===== src/rtl/jdv_pkg.sv =====
// Shared constants, types and helper functions for the joint distance vote detector.
// No dependencies; jdv_mac, jdv_sqrt, the top level and the testbench import this package.
package jdv_pkg;

   localparam int NUM_JOINTS = 18;
   localparam int COORD_BITS = 12;
   localparam int FRAC_BITS = 4;

   localparam int DIST_BITS = 18;
   localparam logic [DIST_BITS-1:0] DIST_MAX = '1;
   localparam int WEIGHT_BITS = 16;
   localparam int CONF_BITS = 8;
   localparam int COUNT_BITS = 5;
   localparam logic [COUNT_BITS-1:0] COUNT_MAX = '1;
   localparam int INDEX_BITS = 5;

   localparam int JIDX_W = (NUM_JOINTS > 1) ? $clog2(NUM_JOINTS) : 1;
   localparam int TABLE_DEPTH = 2 * NUM_JOINTS;
   localparam int TADDR_W = $clog2(TABLE_DEPTH);
   localparam int TABLE_W = 2 * DIST_BITS;

   localparam int DX_W = COORD_BITS + 3;
   localparam int MAG_W = COORD_BITS + 2;
   localparam int SUMSQ_W = 2 * MAG_W + 1;
   localparam int RAD_W = SUMSQ_W + 2 * FRAC_BITS;
   localparam int ROOT_W = (RAD_W + 1) / 2;
   localparam int RAD_PAD_W = 2 * ROOT_W;
   localparam int REM_W = ROOT_W + 2;
   localparam int SQRT_CNT_W = $clog2(ROOT_W);
   localparam int WIDE_W = (ROOT_W > DIST_BITS) ? ROOT_W : DIST_BITS;

   localparam int MUL_W0 = (DIST_BITS > MAG_W) ? DIST_BITS : MAG_W;
   localparam int MUL_W = (MUL_W0 > WEIGHT_BITS + 1) ? MUL_W0 : WEIGHT_BITS + 1;
   localparam int ACC_W = 2 * MUL_W + 2;
   localparam logic [ACC_W-1:0] ROUND_BIAS = ACC_W'(2 ** (WEIGHT_BITS - 1));
   localparam logic [WEIGHT_BITS:0] WEIGHT_ONE = (WEIGHT_BITS + 1)'(2 ** WEIGHT_BITS);

   localparam int OFF_JIDX = 0;
   localparam int OFF_JX = OFF_JIDX + INDEX_BITS;
   localparam int OFF_JY = OFF_JX + COORD_BITS;
   localparam int OFF_CONF = OFF_JY + COORD_BITS;
   localparam int OFF_BL = OFF_CONF + CONF_BITS;
   localparam int OFF_BT = OFF_BL + COORD_BITS + 1;
   localparam int OFF_BW = OFF_BT + COORD_BITS + 1;
   localparam int OFF_BH = OFF_BW + COORD_BITS;
   localparam int REQ_DATA_RAW = OFF_BH + COORD_BITS;
   localparam int REQ_DATA_W = ((REQ_DATA_RAW + 7) / 8) * 8;
   localparam int REQ_USER_W = 2;
   localparam int TUSER_TYPE = 0;
   localparam int TUSER_SEL = 1;

   localparam int RSP_DATA_RAW = 1 + 2 * COUNT_BITS;
   localparam int RSP_DATA_W = ((RSP_DATA_RAW + 7) / 8) * 8;

   localparam int CSR_INDEX_W = 3;
   localparam int CSR_DATA_W = 16;

   typedef enum logic {
      REQ_JOINT = 1'b0,
      REQ_CLEAR = 1'b1
   } req_kind_type;

   typedef enum logic [CSR_INDEX_W-1:0] {
      CSR_CONF_TRACK  = 3'd0,
      CSR_CONF_INIT   = 3'd1,
      CSR_LEARN_RATE  = 3'd2,
      CSR_SPREAD_FRAC = 3'd3,
      CSR_MIN_JOINTS  = 3'd4,
      CSR_VOTE_RATIO  = 3'd5
   } csr_index_type;

   typedef enum logic [4:0] {
      ST_IDLE,
      ST_CLEAR,
      ST_SQ_X,
      ST_SQ_Y,
      ST_ROOT_GO,
      ST_ROOT_WAIT,
      ST_JOINT,
      ST_INIT_MUL,
      ST_INIT_WR,
      ST_FRAME_END,
      ST_DET_MUL,
      ST_EMIT,
      ST_UPD_RD,
      ST_UPD_CAP,
      ST_MEAN_MUL0,
      ST_MEAN_MUL1,
      ST_SPR_MUL0,
      ST_SPR_MUL1,
      ST_UPD_WR,
      ST_FRAME_CLR
   } state_type;

   typedef struct packed {
      logic en;
      logic load;
      logic rnd;
   } mac_op_type;

   function automatic logic [DIST_BITS-1:0] sat_dist(input logic [ROOT_W-1:0] root);
      logic [WIDE_W-1:0] wide;
      wide = WIDE_W'(root);
      if (wide > WIDE_W'(DIST_MAX)) begin
         return DIST_MAX;
      end
      return wide[DIST_BITS-1:0];
   endfunction

endpackage


===== src/rtl/jdv_ram.sv =====
// Generic single-write, single-read RAM with registered read data.
// No dependencies.
module jdv_ram #(
   parameter int WIDTH = 8,
   parameter int DEPTH = 32
) (
   input  logic                                          clock,
   input  logic                                          wr_en,
   input  logic [((DEPTH > 1) ? $clog2(DEPTH) : 1)-1:0] wr_addr,
   input  logic [WIDTH-1:0]                              wr_data,
   input  logic                                          rd_en,
   input  logic [((DEPTH > 1) ? $clog2(DEPTH) : 1)-1:0] rd_addr,
   output logic [WIDTH-1:0]                              rd_data
);

   logic [WIDTH-1:0] mem [DEPTH];
   logic [WIDTH-1:0] rd_data_ff;

   always_ff @(posedge clock) begin
      if (wr_en) begin
         mem[wr_addr] <= wr_data;
      end
      if (rd_en) begin
         rd_data_ff <= mem[rd_addr];
      end
   end

   assign rd_data = rd_data_ff;

endmodule


===== src/rtl/jdv_mac.sv =====
// Shared multiply-accumulate unit: squares, blends, spread seed and vote product.
// Depends on jdv_pkg.
module jdv_mac import jdv_pkg::*; (
   input  logic             clock,
   input  mac_op_type       op,
   input  logic [MUL_W-1:0] mul_a,
   input  logic [MUL_W-1:0] mul_b,
   output logic [ACC_W-1:0] acc
);

   logic [2*MUL_W-1:0] product;
   logic [ACC_W-1:0]   acc_ff;
   logic [ACC_W-1:0]   acc_in;

   always_comb begin
      product = mul_a * mul_b;
      acc_in = (op.load ? '0 : acc_ff) + ACC_W'(product) + (op.rnd ? ROUND_BIAS : '0);
   end

   always_ff @(posedge clock) begin
      if (op.en) begin
         acc_ff <= acc_in;
      end
   end

   assign acc = acc_ff;

endmodule


===== src/rtl/jdv_sqrt.sv =====
// Iterative integer square root, one root bit per cycle.
// Depends on jdv_pkg.
module jdv_sqrt import jdv_pkg::*; (
   input  logic                 clock,
   input  logic                 reset,
   input  logic                 start,
   input  logic [RAD_PAD_W-1:0] radicand,
   output logic [ROOT_W-1:0]    root,
   output logic                 done
);

   logic                  busy_ff, busy_in;
   logic                  done_ff, done_in;
   logic [SQRT_CNT_W-1:0] cnt_ff, cnt_in;
   logic [RAD_PAD_W-1:0]  rad_ff;
   logic [REM_W-1:0]      rem_ff;
   logic [ROOT_W-1:0]     root_ff;
   logic [REM_W-1:0]      rem_sh;
   logic [REM_W-1:0]      trial;
   logic [REM_W-1:0]      diff;
   logic                  fits;

   always_comb begin
      rem_sh = {rem_ff[REM_W-3:0], rad_ff[RAD_PAD_W-1 -: 2]};
      trial = {root_ff, 2'b01};
      diff = rem_sh - trial;
      fits = (rem_sh >= trial);
      busy_in = busy_ff;
      done_in = 1'b0;
      cnt_in = cnt_ff;
      if (start) begin
         busy_in = 1'b1;
         cnt_in = SQRT_CNT_W'(ROOT_W - 1);
      end else if (busy_ff) begin
         if (cnt_ff == '0) begin
            busy_in = 1'b0;
            done_in = 1'b1;
         end else begin
            cnt_in = cnt_ff - 1'b1;
         end
      end
   end

   always_ff @(posedge clock) begin
      if (reset) begin
         busy_ff <= 1'b0;
         done_ff <= 1'b0;
         cnt_ff <= '0;
      end else begin
         busy_ff <= busy_in;
         done_ff <= done_in;
         cnt_ff <= cnt_in;
      end
   end

   always_ff @(posedge clock) begin
      if (start) begin
         rad_ff <= radicand;
         rem_ff <= '0;
         root_ff <= '0;
      end else if (busy_ff) begin
         rad_ff <= rad_ff << 2;
         rem_ff <= fits ? diff : rem_sh;
         root_ff <= {root_ff[ROOT_W-2:0], fits};
      end
   end

   assign root = root_ff;
   assign done = done_ff;

endmodule


===== src/rtl/joint_distance_vote_detector.sv =====
// Top level of the joint distance vote detector: sequencer, learned tables, frame store.
// Depends on jdv_pkg, jdv_ram, jdv_mac and jdv_sqrt.
//
// One body joint per request beat. A confident joint runs two multiply-accumulate steps for
// the squared distance to the box center, then the bit-serial square root (one root bit per
// cycle, 19 bits here); a joint that first learns its mean seeds its spread through the
// multiplier and writes the table. A joint at or below the tracking threshold or out of
// range skips the distance, and a table clear drops the valid bits of both tables. A joint
// beat marked last adds the vote and, without a detection, a sweep of the 18 entries of the
// selected table in the shared multiplier, blending each trained mean and, if its frame
// excess is nonzero, its spread. A response held off by the receiver stalls the vote step
// until it leaves. The learned tables and the frame store sit in RAM with one valid bit
// per entry, so reset needs no clearing pass. The block takes no request beat while it
// works; a response waits in its own register and the next request is taken while it does.
module joint_distance_vote_detector import jdv_pkg::*; (
   input  logic                   clock,
   input  logic                   reset,
   input  logic                   req_tvalid,
   output logic                   req_tready,
   // joint_index, joint_x, joint_y, joint_conf, box_left, box_top, box_width, box_height
   input  logic [REQ_DATA_W-1:0]  req_tdata,
   // req_type, table_sel
   input  logic [REQ_USER_W-1:0]  req_tuser,
   input  logic                   req_tlast,
   output logic                   rsp_tvalid,
   input  logic                   rsp_tready,
   // detected, vote_total, counted_total
   output logic [RSP_DATA_W-1:0]  rsp_tdata,
   input  logic                   csr_valid,
   output logic                   csr_ready,
   input  logic [CSR_INDEX_W-1:0] csr_index,
   input  logic [CSR_DATA_W-1:0]  csr_data
);

   state_type state_ff, state_in;

   logic [CONF_BITS-1:0]   conf_track_ff;
   logic [CONF_BITS-1:0]   conf_init_ff;
   logic [WEIGHT_BITS-1:0] learn_rate_ff;
   logic [WEIGHT_BITS-1:0] spread_frac_ff;
   logic [COUNT_BITS-1:0]  min_joints_ff;
   logic [COUNT_BITS-1:0]  vote_ratio_ff;

   logic [JIDX_W-1:0]       jidx_ff;
   logic [COORD_BITS-1:0]   jx_ff, jy_ff;
   logic [CONF_BITS-1:0]    conf_ff;
   logic [COORD_BITS:0]     bl_ff, bt_ff;
   logic [COORD_BITS-1:0]   bw_ff, bh_ff;
   logic                    sel_ff;
   logic                    last_ff;

   logic [DIST_BITS-1:0]    mean_ff, spread_ff, dist_ff, excess_ff, new_mean_ff;
   logic [COUNT_BITS-1:0]   vote_ff, vote_in;
   logic [COUNT_BITS-1:0]   joint_ff, joint_in;
   logic [JIDX_W-1:0]       jcnt_ff, jcnt_in;
   logic [TABLE_DEPTH-1:0]  tbl_valid_ff, tbl_valid_in;
   logic [NUM_JOINTS-1:0]   frm_valid_ff, frm_valid_in;
   logic                    rsp_valid_ff, rsp_valid_in;
   logic [RSP_DATA_W-1:0]   rsp_data_ff;
   logic                    rsp_load;

   logic [INDEX_BITS-1:0]   f_jidx;
   logic [CONF_BITS-1:0]    f_conf;
   logic                    f_used;

   logic [JIDX_W-1:0]       row;
   logic [TADDR_W-1:0]      tidx;
   logic [MAG_W-1:0]        mag_x, mag_y;
   logic [DIST_BITS-1:0]    excess_calc;
   logic [DIST_BITS-1:0]    mean_rd, spread_rd, fdist_rd, fexc_rd;
   logic [WEIGHT_BITS:0]    weight_new;
   logic [DIST_BITS-1:0]    blend_out;
   logic                    det;
   logic                    vote_hit;

   mac_op_type              mac_op;
   logic [MUL_W-1:0]        mac_a, mac_b;
   logic [ACC_W-1:0]        mac_acc;
   logic                    sqrt_start, sqrt_done;
   logic [ROOT_W-1:0]       sqrt_root;
   logic [RAD_PAD_W-1:0]    radicand;

   logic                    tbl_rd_en, tbl_wr_en;
   logic [TABLE_W-1:0]      tbl_wr_data, tbl_rd_data;
   logic                    frm_rd_en, frm_wr_en;
   logic [TABLE_W-1:0]      frm_wr_data, frm_rd_data;

   function automatic logic [MAG_W-1:0] abs_offset(
      input logic [COORD_BITS-1:0] pos,
      input logic [COORD_BITS:0]   lo_edge,
      input logic [COORD_BITS-1:0] size
   );
      logic signed [DX_W-1:0] center;
      logic signed [DX_W-1:0] offset;
      logic [DX_W-1:0]        negated;
      center = $signed({{2{lo_edge[COORD_BITS]}}, lo_edge}) +
               $signed({4'b0000, size[COORD_BITS-1:1]});
      offset = $signed({3'b000, pos}) - center;
      negated = -offset;
      return offset[DX_W-1] ? negated[MAG_W-1:0] : offset[MAG_W-1:0];
   endfunction

   jdv_mac u_mac (
      .clock (clock),
      .op    (mac_op),
      .mul_a (mac_a),
      .mul_b (mac_b),
      .acc   (mac_acc)
   );

   jdv_sqrt u_sqrt (
      .clock    (clock),
      .reset    (reset),
      .start    (sqrt_start),
      .radicand (radicand),
      .root     (sqrt_root),
      .done     (sqrt_done)
   );

   jdv_ram #(.WIDTH(TABLE_W), .DEPTH(TABLE_DEPTH)) u_table_ram (
      .clock   (clock),
      .wr_en   (tbl_wr_en),
      .wr_addr (tidx),
      .wr_data (tbl_wr_data),
      .rd_en   (tbl_rd_en),
      .rd_addr (tidx),
      .rd_data (tbl_rd_data)
   );

   jdv_ram #(.WIDTH(TABLE_W), .DEPTH(NUM_JOINTS)) u_frame_ram (
      .clock   (clock),
      .wr_en   (frm_wr_en),
      .wr_addr (row),
      .wr_data (frm_wr_data),
      .rd_en   (frm_rd_en),
      .rd_addr (row),
      .rd_data (frm_rd_data)
   );

   always_comb begin
      f_jidx = req_tdata[OFF_JIDX +: INDEX_BITS];
      f_conf = req_tdata[OFF_CONF +: CONF_BITS];
      f_used = ({1'b0, f_jidx} < (INDEX_BITS + 1)'(NUM_JOINTS)) && (f_conf > conf_track_ff);

      if (state_ff == ST_UPD_RD || state_ff == ST_UPD_CAP || state_ff == ST_UPD_WR) begin
         row = jcnt_ff;
      end else begin
         row = jidx_ff;
      end
      tidx = sel_ff ? TADDR_W'(NUM_JOINTS) + TADDR_W'(row) : TADDR_W'(row);

      mag_x = abs_offset(jx_ff, bl_ff, bw_ff);
      mag_y = abs_offset(jy_ff, bt_ff, bh_ff);
      radicand = RAD_PAD_W'(mac_acc[SUMSQ_W-1:0]) << (2 * FRAC_BITS);

      excess_calc = (dist_ff > mean_ff) ? dist_ff - mean_ff : '0;
      vote_hit = ({1'b0, excess_calc} > {spread_ff, 1'b0});
      mean_rd = tbl_valid_ff[tidx] ? tbl_rd_data[DIST_BITS-1:0] : '0;
      spread_rd = tbl_valid_ff[tidx] ? tbl_rd_data[TABLE_W-1:DIST_BITS] : '0;
      fdist_rd = frm_valid_ff[row] ? frm_rd_data[DIST_BITS-1:0] : '0;
      fexc_rd = frm_valid_ff[row] ? frm_rd_data[TABLE_W-1:DIST_BITS] : '0;
      weight_new = WEIGHT_ONE - {1'b0, learn_rate_ff};
      blend_out = mac_acc[WEIGHT_BITS +: DIST_BITS];
      det = (mac_acc > ACC_W'(joint_ff)) && (joint_ff > min_joints_ff);
   end

   always_comb begin
      state_in = state_ff;
      req_tready = 1'b0;
      mac_op = '0;
      mac_a = '0;
      mac_b = '0;
      sqrt_start = 1'b0;
      tbl_rd_en = 1'b0;
      tbl_wr_en = 1'b0;
      tbl_wr_data = {spread_ff, dist_ff};
      frm_rd_en = 1'b0;
      frm_wr_en = 1'b0;
      frm_wr_data = {excess_calc, dist_ff};
      tbl_valid_in = tbl_valid_ff;
      frm_valid_in = frm_valid_ff;
      vote_in = vote_ff;
      joint_in = joint_ff;
      jcnt_in = jcnt_ff;
      rsp_valid_in = rsp_valid_ff & ~rsp_tready;
      rsp_load = 1'b0;

      unique case (state_ff)
         ST_IDLE: begin
            req_tready = 1'b1;
            if (req_tvalid) begin
               if (req_tuser[TUSER_TYPE] == REQ_CLEAR) begin
                  state_in = ST_CLEAR;
               end else if (f_used) begin
                  state_in = ST_SQ_X;
               end else begin
                  state_in = ST_FRAME_END;
               end
            end
         end
         ST_CLEAR: begin
            tbl_valid_in = '0;
            state_in = ST_IDLE;
         end
         ST_SQ_X: begin
            mac_op = '{en: 1'b1, load: 1'b1, rnd: 1'b0};
            mac_a = MUL_W'(mag_x);
            mac_b = MUL_W'(mag_x);
            tbl_rd_en = 1'b1;
            state_in = ST_SQ_Y;
         end
         ST_SQ_Y: begin
            mac_op = '{en: 1'b1, load: 1'b0, rnd: 1'b0};
            mac_a = MUL_W'(mag_y);
            mac_b = MUL_W'(mag_y);
            state_in = ST_ROOT_GO;
         end
         ST_ROOT_GO: begin
            sqrt_start = 1'b1;
            state_in = ST_ROOT_WAIT;
         end
         ST_ROOT_WAIT: begin
            if (sqrt_done) begin
               state_in = ST_JOINT;
            end
         end
         ST_JOINT: begin
            frm_wr_en = 1'b1;
            frm_valid_in[row] = 1'b1;
            state_in = ST_FRAME_END;
            if (mean_ff == '0) begin
               if (conf_ff > conf_init_ff) begin
                  state_in = ST_INIT_MUL;
               end
            end else begin
               if (vote_hit && vote_ff != COUNT_MAX) begin
                  vote_in = vote_ff + 1'b1;
               end
               if (joint_ff != COUNT_MAX) begin
                  joint_in = joint_ff + 1'b1;
               end
            end
         end
         ST_INIT_MUL: begin
            mac_op = '{en: 1'b1, load: 1'b1, rnd: 1'b1};
            mac_a = MUL_W'(dist_ff);
            mac_b = MUL_W'(spread_frac_ff);
            state_in = ST_INIT_WR;
         end
         ST_INIT_WR: begin
            tbl_wr_en = 1'b1;
            tbl_wr_data = {blend_out, dist_ff};
            tbl_valid_in[tidx] = 1'b1;
            state_in = ST_FRAME_END;
         end
         ST_FRAME_END: begin
            state_in = last_ff ? ST_DET_MUL : ST_IDLE;
         end
         ST_DET_MUL: begin
            mac_op = '{en: 1'b1, load: 1'b1, rnd: 1'b0};
            mac_a = MUL_W'(vote_ff);
            mac_b = MUL_W'(vote_ratio_ff);
            state_in = ST_EMIT;
         end
         ST_EMIT: begin
            if (!rsp_valid_ff || rsp_tready) begin
               rsp_load = 1'b1;
               rsp_valid_in = 1'b1;
               jcnt_in = '0;
               state_in = det ? ST_FRAME_CLR : ST_UPD_RD;
            end
         end
         ST_UPD_RD: begin
            tbl_rd_en = 1'b1;
            frm_rd_en = 1'b1;
            state_in = ST_UPD_CAP;
         end
         ST_UPD_CAP: begin
            if (mean_rd == '0) begin
               if (jcnt_ff == JIDX_W'(NUM_JOINTS - 1)) begin
                  state_in = ST_FRAME_CLR;
               end else begin
                  jcnt_in = jcnt_ff + 1'b1;
                  state_in = ST_UPD_RD;
               end
            end else begin
               state_in = ST_MEAN_MUL0;
            end
         end
         ST_MEAN_MUL0: begin
            mac_op = '{en: 1'b1, load: 1'b1, rnd: 1'b1};
            mac_a = MUL_W'(mean_ff);
            mac_b = MUL_W'(learn_rate_ff);
            state_in = ST_MEAN_MUL1;
         end
         ST_MEAN_MUL1: begin
            mac_op = '{en: 1'b1, load: 1'b0, rnd: 1'b0};
            mac_a = MUL_W'(dist_ff);
            mac_b = MUL_W'(weight_new);
            state_in = ST_SPR_MUL0;
         end
         ST_SPR_MUL0: begin
            if (excess_ff != '0) begin
               mac_op = '{en: 1'b1, load: 1'b1, rnd: 1'b1};
               mac_a = MUL_W'(spread_ff);
               mac_b = MUL_W'(learn_rate_ff);
               state_in = ST_SPR_MUL1;
            end else begin
               state_in = ST_UPD_WR;
            end
         end
         ST_SPR_MUL1: begin
            mac_op = '{en: 1'b1, load: 1'b0, rnd: 1'b0};
            mac_a = MUL_W'(excess_ff);
            mac_b = MUL_W'(weight_new);
            state_in = ST_UPD_WR;
         end
         ST_UPD_WR: begin
            tbl_wr_en = 1'b1;
            tbl_wr_data = {((excess_ff != '0) ? blend_out : spread_ff), new_mean_ff};
            if (jcnt_ff == JIDX_W'(NUM_JOINTS - 1)) begin
               state_in = ST_FRAME_CLR;
            end else begin
               jcnt_in = jcnt_ff + 1'b1;
               state_in = ST_UPD_RD;
            end
         end
         ST_FRAME_CLR: begin
            frm_valid_in = '0;
            vote_in = '0;
            joint_in = '0;
            state_in = ST_IDLE;
         end
         default: begin
            state_in = ST_IDLE;
         end
      endcase
   end

   always_ff @(posedge clock) begin
      if (reset) begin
         state_ff <= ST_IDLE;
         tbl_valid_ff <= '0;
         frm_valid_ff <= '0;
         vote_ff <= '0;
         joint_ff <= '0;
         jcnt_ff <= '0;
         rsp_valid_ff <= 1'b0;
         conf_track_ff <= CONF_BITS'(76);
         conf_init_ff <= CONF_BITS'(128);
         learn_rate_ff <= WEIGHT_BITS'(62259);
         spread_frac_ff <= WEIGHT_BITS'(3277);
         min_joints_ff <= COUNT_BITS'(8);
         vote_ratio_ff <= COUNT_BITS'(3);
      end else begin
         state_ff <= state_in;
         tbl_valid_ff <= tbl_valid_in;
         frm_valid_ff <= frm_valid_in;
         vote_ff <= vote_in;
         joint_ff <= joint_in;
         jcnt_ff <= jcnt_in;
         rsp_valid_ff <= rsp_valid_in;
         if (csr_valid) begin
            case (csr_index)
               CSR_CONF_TRACK:  conf_track_ff <= csr_data[CONF_BITS-1:0];
               CSR_CONF_INIT:   conf_init_ff <= csr_data[CONF_BITS-1:0];
               CSR_LEARN_RATE:  learn_rate_ff <= csr_data[WEIGHT_BITS-1:0];
               CSR_SPREAD_FRAC: spread_frac_ff <= csr_data[WEIGHT_BITS-1:0];
               CSR_MIN_JOINTS:  min_joints_ff <= csr_data[COUNT_BITS-1:0];
               CSR_VOTE_RATIO:  vote_ratio_ff <= csr_data[COUNT_BITS-1:0];
               default: begin
               end
            endcase
         end
      end
   end

   always_ff @(posedge clock) begin
      if (state_ff == ST_IDLE && req_tvalid) begin
         jidx_ff <= f_jidx[JIDX_W-1:0];
         jx_ff <= req_tdata[OFF_JX +: COORD_BITS];
         jy_ff <= req_tdata[OFF_JY +: COORD_BITS];
         conf_ff <= f_conf;
         bl_ff <= req_tdata[OFF_BL +: COORD_BITS + 1];
         bt_ff <= req_tdata[OFF_BT +: COORD_BITS + 1];
         bw_ff <= req_tdata[OFF_BW +: COORD_BITS];
         bh_ff <= req_tdata[OFF_BH +: COORD_BITS];
         sel_ff <= req_tuser[TUSER_SEL];
         last_ff <= req_tlast;
      end
      if (state_ff == ST_SQ_Y || state_ff == ST_UPD_CAP) begin
         mean_ff <= mean_rd;
         spread_ff <= spread_rd;
      end
      if (state_ff == ST_ROOT_WAIT && sqrt_done) begin
         dist_ff <= sat_dist(sqrt_root);
      end else if (state_ff == ST_UPD_CAP) begin
         dist_ff <= fdist_rd;
      end
      if (state_ff == ST_UPD_CAP) begin
         excess_ff <= fexc_rd;
      end
      if (state_ff == ST_SPR_MUL0) begin
         new_mean_ff <= blend_out;
      end
      if (rsp_load) begin
         rsp_data_ff <= RSP_DATA_W'({joint_ff, vote_ff, det});
      end
   end

   assign rsp_tvalid = rsp_valid_ff;
   assign rsp_tdata = rsp_data_ff;
   assign csr_ready = 1'b1;

endmodule


===== config.mk =====
export PLATFORM = sky130hd
export DESIGN_NAME = joint_distance_vote_detector
export DESIGN_NICKNAME = d
export VERILOG_FILES = /design/src/rtl/jdv_pkg.sv /design/src/rtl/jdv_ram.sv /design/src/rtl/jdv_mac.sv /design/src/rtl/jdv_sqrt.sv /design/src/rtl/joint_distance_vote_detector.sv
export SDC_FILE = /design/constraint.sdc
export NUM_CORES = 2
export LEC_CHECK = 0
export ABC_CLOCK_PERIOD_IN_PS = 12000
export BUFFER_PORTS_ARGS = -buffer_cell sky130_fd_sc_hd__buf_2
export CORE_ASPECT_RATIO = 0.8
export CORE_MARGIN = 3
export CORE_UTILIZATION = 38
export CTS_CLUSTER_SIZE = 14
export DETAILED_ROUTE_END_ITERATION = 8
export PLACE_DENSITY_LB_ADDON = 0.05
export SYNTH_ARGS = -nofsm -noshare
export SYNTH_HDL_FRONTEND = slang
export SYNTH_HIERARCHICAL = 1
export SYNTH_SLANG_ARGS = --single-unit

===== constraint.sdc =====
create_clock -name clock -period 12 [get_ports clock]
set_input_delay 0 -clock clock [delete_from_list [all_inputs] [get_ports clock]]
set_output_delay 0 -clock clock [all_outputs]
set_load 0.05 [all_outputs]

# [Word-level counts from Yosys, hierarchy flattened]
# Memory sizes are Yosys's and may differ from the RTL's. A register that Yosys moved wholly into a read port is not among the register bits.
# Index checks and enable logic that the tools add are counted.
[totals] ff_bits=436 latch_bits=0 mem_bits_rw=1944 rom_bits=0 input_bits=115 out_inout_bits=19 elab_cells=235 n_memories=2
[op_classes] add_sub_neg=16 mul=1 div_mod_pow=0 magnitude_cmp=13 n_eq_ne=35 n_shift=0 muxes=80 bitwise_logic=6 n_reduce_logical=44
[mem_list] name="u_table_ram.mem" depth=36 width=36 read_ports=1 rd_clocked_by_memory_dff=1 wr=1 line="jdv_ram.sv:16" text="logic [WIDTH-1:0] mem [DEPTH];"
[mem_list] name="u_frame_ram.mem" depth=18 width=36 read_ports=1 rd_clocked_by_memory_dff=1 wr=1 line="jdv_ram.sv:16"
[ops] operator="$mux W18" n=9
[ops] operator="$pmux W36 S2" n=2
[ops] operator="$pmux W18 S7" n=1
[ops] operator="$pmux W17 S7" n=1
[ops] operator="$pmux W5 S18" n=1
[ops] operator="$mux W5" n=17
[ops] operator="$mux W37" n=2
[ops] operator="$eq A5 B4 Y1 const B" n=8
[ops] operator="$add A38 B36 Y38" n=1
[ops] operator="$add A38 B38 Y38" n=1
[ops] operator="$gt A38 B5 Y1" n=1
[ops] operator="$mux W38" n=1
[ops] operator="$logic_not A18 Y1" n=2
[ops] operator="$or A36 B36 Y36" n=1
[ops] operator="$pmux W18 S2" n=1
[ops] operator="$mul A18 B17 Y35" n=1
[ops] operator="$mux W16" n=2
[ops] operator="$sub A13 B14 Y15" n=2
[ops] operator="$add A13 B12 Y14" n=2
[ops] operator="$mux W14" n=2
[ops] operator="$neg A14 Y14" n=2
[ops] operator="$eq A5 B5 Y1 const B" n=5
[ops] operator="$mux W1" n=24
[ops] operator="$ge A21 B21 Y1" n=1
[ops] operator="other kinds (52)" n=105

# [Depth between registers and ports, before layout]
[logic_depth] depth_word=12 mapped_depth=36 mapped_depth_nobuf=35

# [Hierarchy]
# Netlist, hierarchy kept.
[by_module_without_submodules] module="jdv_ram (u_table_ram)" instances=1 cells_per_inst=2630 area_each_um2=51672.1 seq_area_each_um2=39998.4
[by_module_without_submodules] module="jdv_ram (u_frame_ram)" instances=1 cells_per_inst=1182 area_each_um2=26043.7 seq_area_each_um2=20539.7
[by_module_without_submodules] module="joint_distance_vote_detector" instances=1 cells_per_inst=2024 area_each_um2=18849.3 seq_area_each_um2=8308.0
[by_module_without_submodules] module="jdv_mac" instances=1 cells_per_inst=1433 area_each_um2=13585.5 seq_area_each_um2=1141.1
[by_module_without_submodules] module="jdv_sqrt" instances=1 cells_per_inst=440 area_each_um2=4508.1 seq_area_each_um2=2042.0

# [Least setup slack after synthesis]
# No wires, ideal clock.
[synth_timing] kind="register -> register" start="register jy_ff[2]" end="register u_mac.acc_ff[37], in the netlist u_mac/acc[37], data pin" setup_time_ps=150 t_arrival_ps=9274 t_required_ps=11850 path_slack_ps=2576 path_stages_with_launch=35 n_path_buf=3 period_less_slack_ps=9424 path_cell_list="edfxtp_1 -> fa_1 -> ha_1 -> a21o_1 -> a21oi_1 -> o21ai_0 -> a211oi_1 -> or4b_2 -> a31oi_1 -> clkbuf_1 -> a221oi_1 -> xnor2_1 -> a2bb2oi_1 -> o211ai_1 -> clkbuf_1 -> clkbuf_1 -> nand2_1 -> fa_1 -> inv_1 -> fa_1 -> inv_1 -> fa_1 -> inv_1 -> fa_1 -> fa_1 -> fa_1 -> fa_1 -> ha_1 -> nand2_1 -> nor2_2 -> a31oi_1 -> o311ai_2 -> a31o_2 -> or3_1 -> o211ai_2"
[synth_between] elab_chain_len=7 word_cells_on_any_way=8 cone_classes="add/sub (4); mul (1); mux (3)"
[synth_lines] element="from (decl)" line="joint_distance_vote_detector.sv:45" text="logic [COORD_BITS-1:0] jx_ff, jy_ff;"
[synth_lines] element="from (signal assigned)" line="joint_distance_vote_detector.sv:382" text="jy_ff <= req_tdata[OFF_JY +: COORD_BITS];"
[synth_lines] element="$sub A13 B14 Y15 *" line="joint_distance_vote_detector.sv:98" text="offset = $signed({3'b000, pos}) - center;"
[synth_lines] element="$neg A14 Y14" line="joint_distance_vote_detector.sv:99" text="negated = -offset;"
[synth_lines] element="$mux W14 *" line="joint_distance_vote_detector.sv:100" text="return offset[DX_W-1] ? negated[MAG_W-1:0] : offset[MAG_W-1:0];"
[synth_lines] element="$pmux W17 S7 *" line="joint_distance_vote_detector.sv:188" text="unique case (state_ff)"
[synth_lines] element="via mac_b[11]" line="joint_distance_vote_detector.sv:77" text="logic [MUL_W-1:0] mac_a, mac_b;"
[synth_lines] element="$mul A18 B17 Y35 *" line="jdv_mac.sv:16" text="product = mul_a * mul_b;"
[synth_lines] element="$add A38 B36 Y38 *" line="jdv_mac.sv:17" text="acc_in = (op.load ? '0 : acc_ff) + ACC_W'(product) + (op.rnd ? ROUND_BIAS : '0);"
[synth_lines] element="$add A38 B38 Y38 *" line="jdv_mac.sv:17"
[synth_lines] element="via u_mac.acc_in[37]" line="jdv_mac.sv:13" text="logic [ACC_W-1:0] acc_in;"
[synth_lines] element="to (signal assigned)" line="jdv_mac.sv:22" text="acc_ff <= acc_in;"
[synth_lines] element="to (decl)" line="jdv_mac.sv:12" text="logic [ACC_W-1:0] acc_ff;"
# Mark *: on every way through the listed nets, which the timed path passes. The rest lies on a longest branch.
# A chain may end at the register's enable or synchronous reset.

# [Worst setup path after layout]
[layout_timing] start="register jy_ff[2]" end="register u_mac.acc_ff[32], in the netlist u_mac/acc[32], data pin"
[layout_between] elab_chain_len=7 word_cells_on_any_way=8 cone_classes="add/sub (4); mul (1); mux (3)"
[layout_lines] element="$sub A13 B14 Y15 *" line="joint_distance_vote_detector.sv:98"
[layout_lines] element="$neg A14 Y14" line="joint_distance_vote_detector.sv:99"
[layout_lines] element="$mux W14 *" line="joint_distance_vote_detector.sv:100"
[layout_lines] element="$pmux W18 S7 *" line="joint_distance_vote_detector.sv:188"
[layout_lines] element="via mac_a[5]" line="joint_distance_vote_detector.sv:77"
[layout_lines] element="$mul A18 B17 Y35 *" line="jdv_mac.sv:16"
[layout_lines] element="$add A38 B36 Y38 *" line="jdv_mac.sv:17"
[layout_lines] element="$add A38 B38 Y38 *" line="jdv_mac.sv:17"
[layout_lines] element="via u_mac.acc_in[32]" line="jdv_mac.sv:13"
# Marked as above.

==> flow_metrics.tcl <==
set metrics [dict create \
    outcome "completed" \
    syn2layout_area_growth_pct 14.7 \
    fin_cells 12400 \
    cts_sinks 2458 \
    gp_routability_congestion 0.860 \
    ant_nets 0 \
    power_density_nw_per_um2 154 \
    antenna_found_initial 19 \
    critPathMaxFanout 18 \
    cts_root_buffer "clkbuf_16" \
    synth_top_area_share_pct 59.7 \
    switching_share_pct 25.5 \
    ys_types 110 \
    wl_mm 355 \
    power_leakage_uw 0.0479 \
    fp.dieW_um 620 \
    grt_start_max_net_pins 98 \
    p_clk_share_pct 40.3 \
    ios 134 \
    grt_usage_pct 22.7 \
    synth_top_flop_cell "edfxtp_1" \
    finalHoldViolations 0 \
    via_per_inst 5.50 \
    max_slew_margin_pct 14.4 \
    critPathKind "reg -> reg" \
    hold_path_class "in -> reg" \
    drive_gt1_share_pct 13.8 \
    tightest_slew_ns 1.28 \
    htreeDepth 5 \
    wire_per_inst_um 28.6 \
    syn_inst 7709 \
    async_reset_ff_share_pct 0 \
    internal_power_uw 15100 \
    ys_seq_area_share_pct 62.8 \
    share_seq_of_total_power_pct 46.7 \
    route.detailed.drc 0 \
    first_pass_iters 8 \
    clk_latency_ns 0.87 \
    row_count 179 \
    drt_iter0_drc 6692 \
    fin_setup_tns_ns 0 \
    grt_pass1_vias 68400 \
    design_area_um2 132000 \
    synth_edf_count 2280 \
    fin_crit_sh_pct 91.2 \
    route.met3.wl_mm 19.1 \
    dieArea_um2 308000 \
    syn_area_um2 115000 \
    synth_seq_cells 2458 \
    grt_setup_unrepaired "false" \
    port_buffers 124 \
    clockBufferDepth 4 \
    drt-met1-wl_mm 178 \
    worstSetupEndpointType "register" \
    clkSlewWorstSetupHoldPaths_ns 0.06 \
    synth_warnings 6 \
    synth_common_cells "edfxtp_1 (2280), mux2i_1 (743), nand2_1 (529), inv_1 (495), nor2_1 (328)" \
    p_comb_share_pct 13.0 \
    vias 68100 \
    start_util_pct 38.4 \
    switching_power_uw 5160 \
    fmax_mhz 91.3 \
    critPathRequiredTime_ns 12.59 \
    cpLargestDelayFamily "adder cells" \
    core_um2 299000 \
    numCtsBuffers 276 \
    crit_buf_inv 3 \
    cp_common_cell "fa_1" \
    syn_avg_cell_area_um2 14.9 \
    cts_tree "built" \
    skew_ns 0.0715 \
    grt-ovfl-total 0 \
    fin_crit_ns 10.95 \
    grt_pass1_wl_mm 508 \
    placedCellCount 11700 \
    wl_met2_mm 150 \
    max_stage_delay_ns 0.95 \
    peakVddDrop_mv 0.113 \
    slew_violations 0 \
    yosysMostFrequentCell "edfxtp_1" \
    synth_top_area_cell "edfxtp_1" \
    routed.top_layer "met5" \
    nets 8887 \
    start_kind "register" \
    cts_resized 0 \
    maxCapViolations 0 \
    post-dp-hpwl_mm 214 \
    setup_viol 0 \
    synthTopCellsByArea "edfxtp_1 (60%), mux2i_1 (6.5%), fa_1 (5.5%)" \
    slowest_stage "nand3b_1" \
    die_y_um 497 \
    dpl-instance-area_um2 121000 \
    cp_data_arrival_time_ns 11.54 \
]
[logic make-up (layout without fill, tap and decap cells)]
group	Yosys count	count (layout)	share of synthesized area (%)
other	2	32	0.00655
adders and majority gates	589	589	8.48
buffers and inverters	884	1545	3.41
xor gates and xnor gates	122	122	0.932
muxes	972	972	10.3
AOI/OAI and AO/OA	1160	1160	7.68
DFF	2458	2458	62.8
and+or+nand+nor	1522	1522	6.38
[power groups by stage]
stage	registers, uW	clock network (uW)	logic [uW]
after floorplan	9610	0	1780
after global placement	9630	0	2570
after detailed placement	9630	0	2570
after CTS	9450	8400	2640
after global routing	9460	8730	2850
final	9450	8160	2640
[registers in the layout, summed over array words and instances, names as in the netlist, 19 cells and up]
signal               count
u_frame_ram/mem        648
tbl_valid_ff            36
u_table_ram/rd_data     36
u_sqrt/rad_ff           38
u_mac/acc               38
u_frame_ram/rd_data     36
u_table_ram/mem       1296
u_sqrt/root             19
u_sqrt/rem_ff           19
[worst register-to-register path, delay by kind of cell, from the launching register on]
kind,cells,cell delay [ns]
adder cells (fa/ha/maj),10,4.67
buffers and inverters,3,0.36
AO/OA/AOI/OAI,12,2.57
XOR/XNOR,2,0.36
flip-flops,1,0.39
AND/OR/NAND/NOR,4,2.38
[metal layers]
layer	vias up	track usage, %
met5	-	0
met4	2	4.68
met3	420	2.90
met2	1910	32.6
met1	35700	36.3
li1	30000	-
[per-stage QoR]
stage	setup slack (ns)	power [uW]	hold slack (ns)	util, %
floorplan	2.58	11400	0.0691	-
global placement	1.21	12200	0.180	40.4
detailed placement	1.15	12200	0.178	40.4
CTS	1.13	20500	0.000772	44.0
global route	0.484	21000	0.0374	44.0
finish	1.05	20300	0.0630	44.0
[what timing repair did]
item	4_1_cts	5_1_grt
setup buffers	0	0
endpoints found under the hold margin	166	0
hold buffers	214	0
[cells in the final DEF (no fill, tap or decap), types with 214 or more instances in the layout]
cell type / instances
edfxtp_1: 2280
mux2i_1: 743
nand2_1: 525
inv_1: 493
fa_1: 314
clkbuf_16: 286
ha_1: 275
nor2_1: 272
and2_1: 256
a21oi_1: 218
dlygate4sd3_1: 214
[worst paths after layout]
kind	end	from	slack, ns	cells after the start
min	learn_rate_ff[14]	csr_data[14]	0.06	4
min reg2reg	u_sqrt/done	u_sqrt/cnt_ff[4]	0.45	1
max reg2reg	u_mac/acc[32]	jy_ff[2]	1.05	31
max	u_mac/acc[32]	jy_ff[2]	1.05	31
[layout make-up]
cell class | count | area, um2
fill | 26800 | 167000
sequential | 2458 | 72000
multi-input combinational | 4389 | 39500
clock buffer | 351 | 7450
tap | 3982 | 4980
timing repair buffer | 558 | 4530
inverter | 500 | 1900
clock inverter | 136 | 1120
antenna | 8 | 20.0
(Power assumes the default switching activity.)
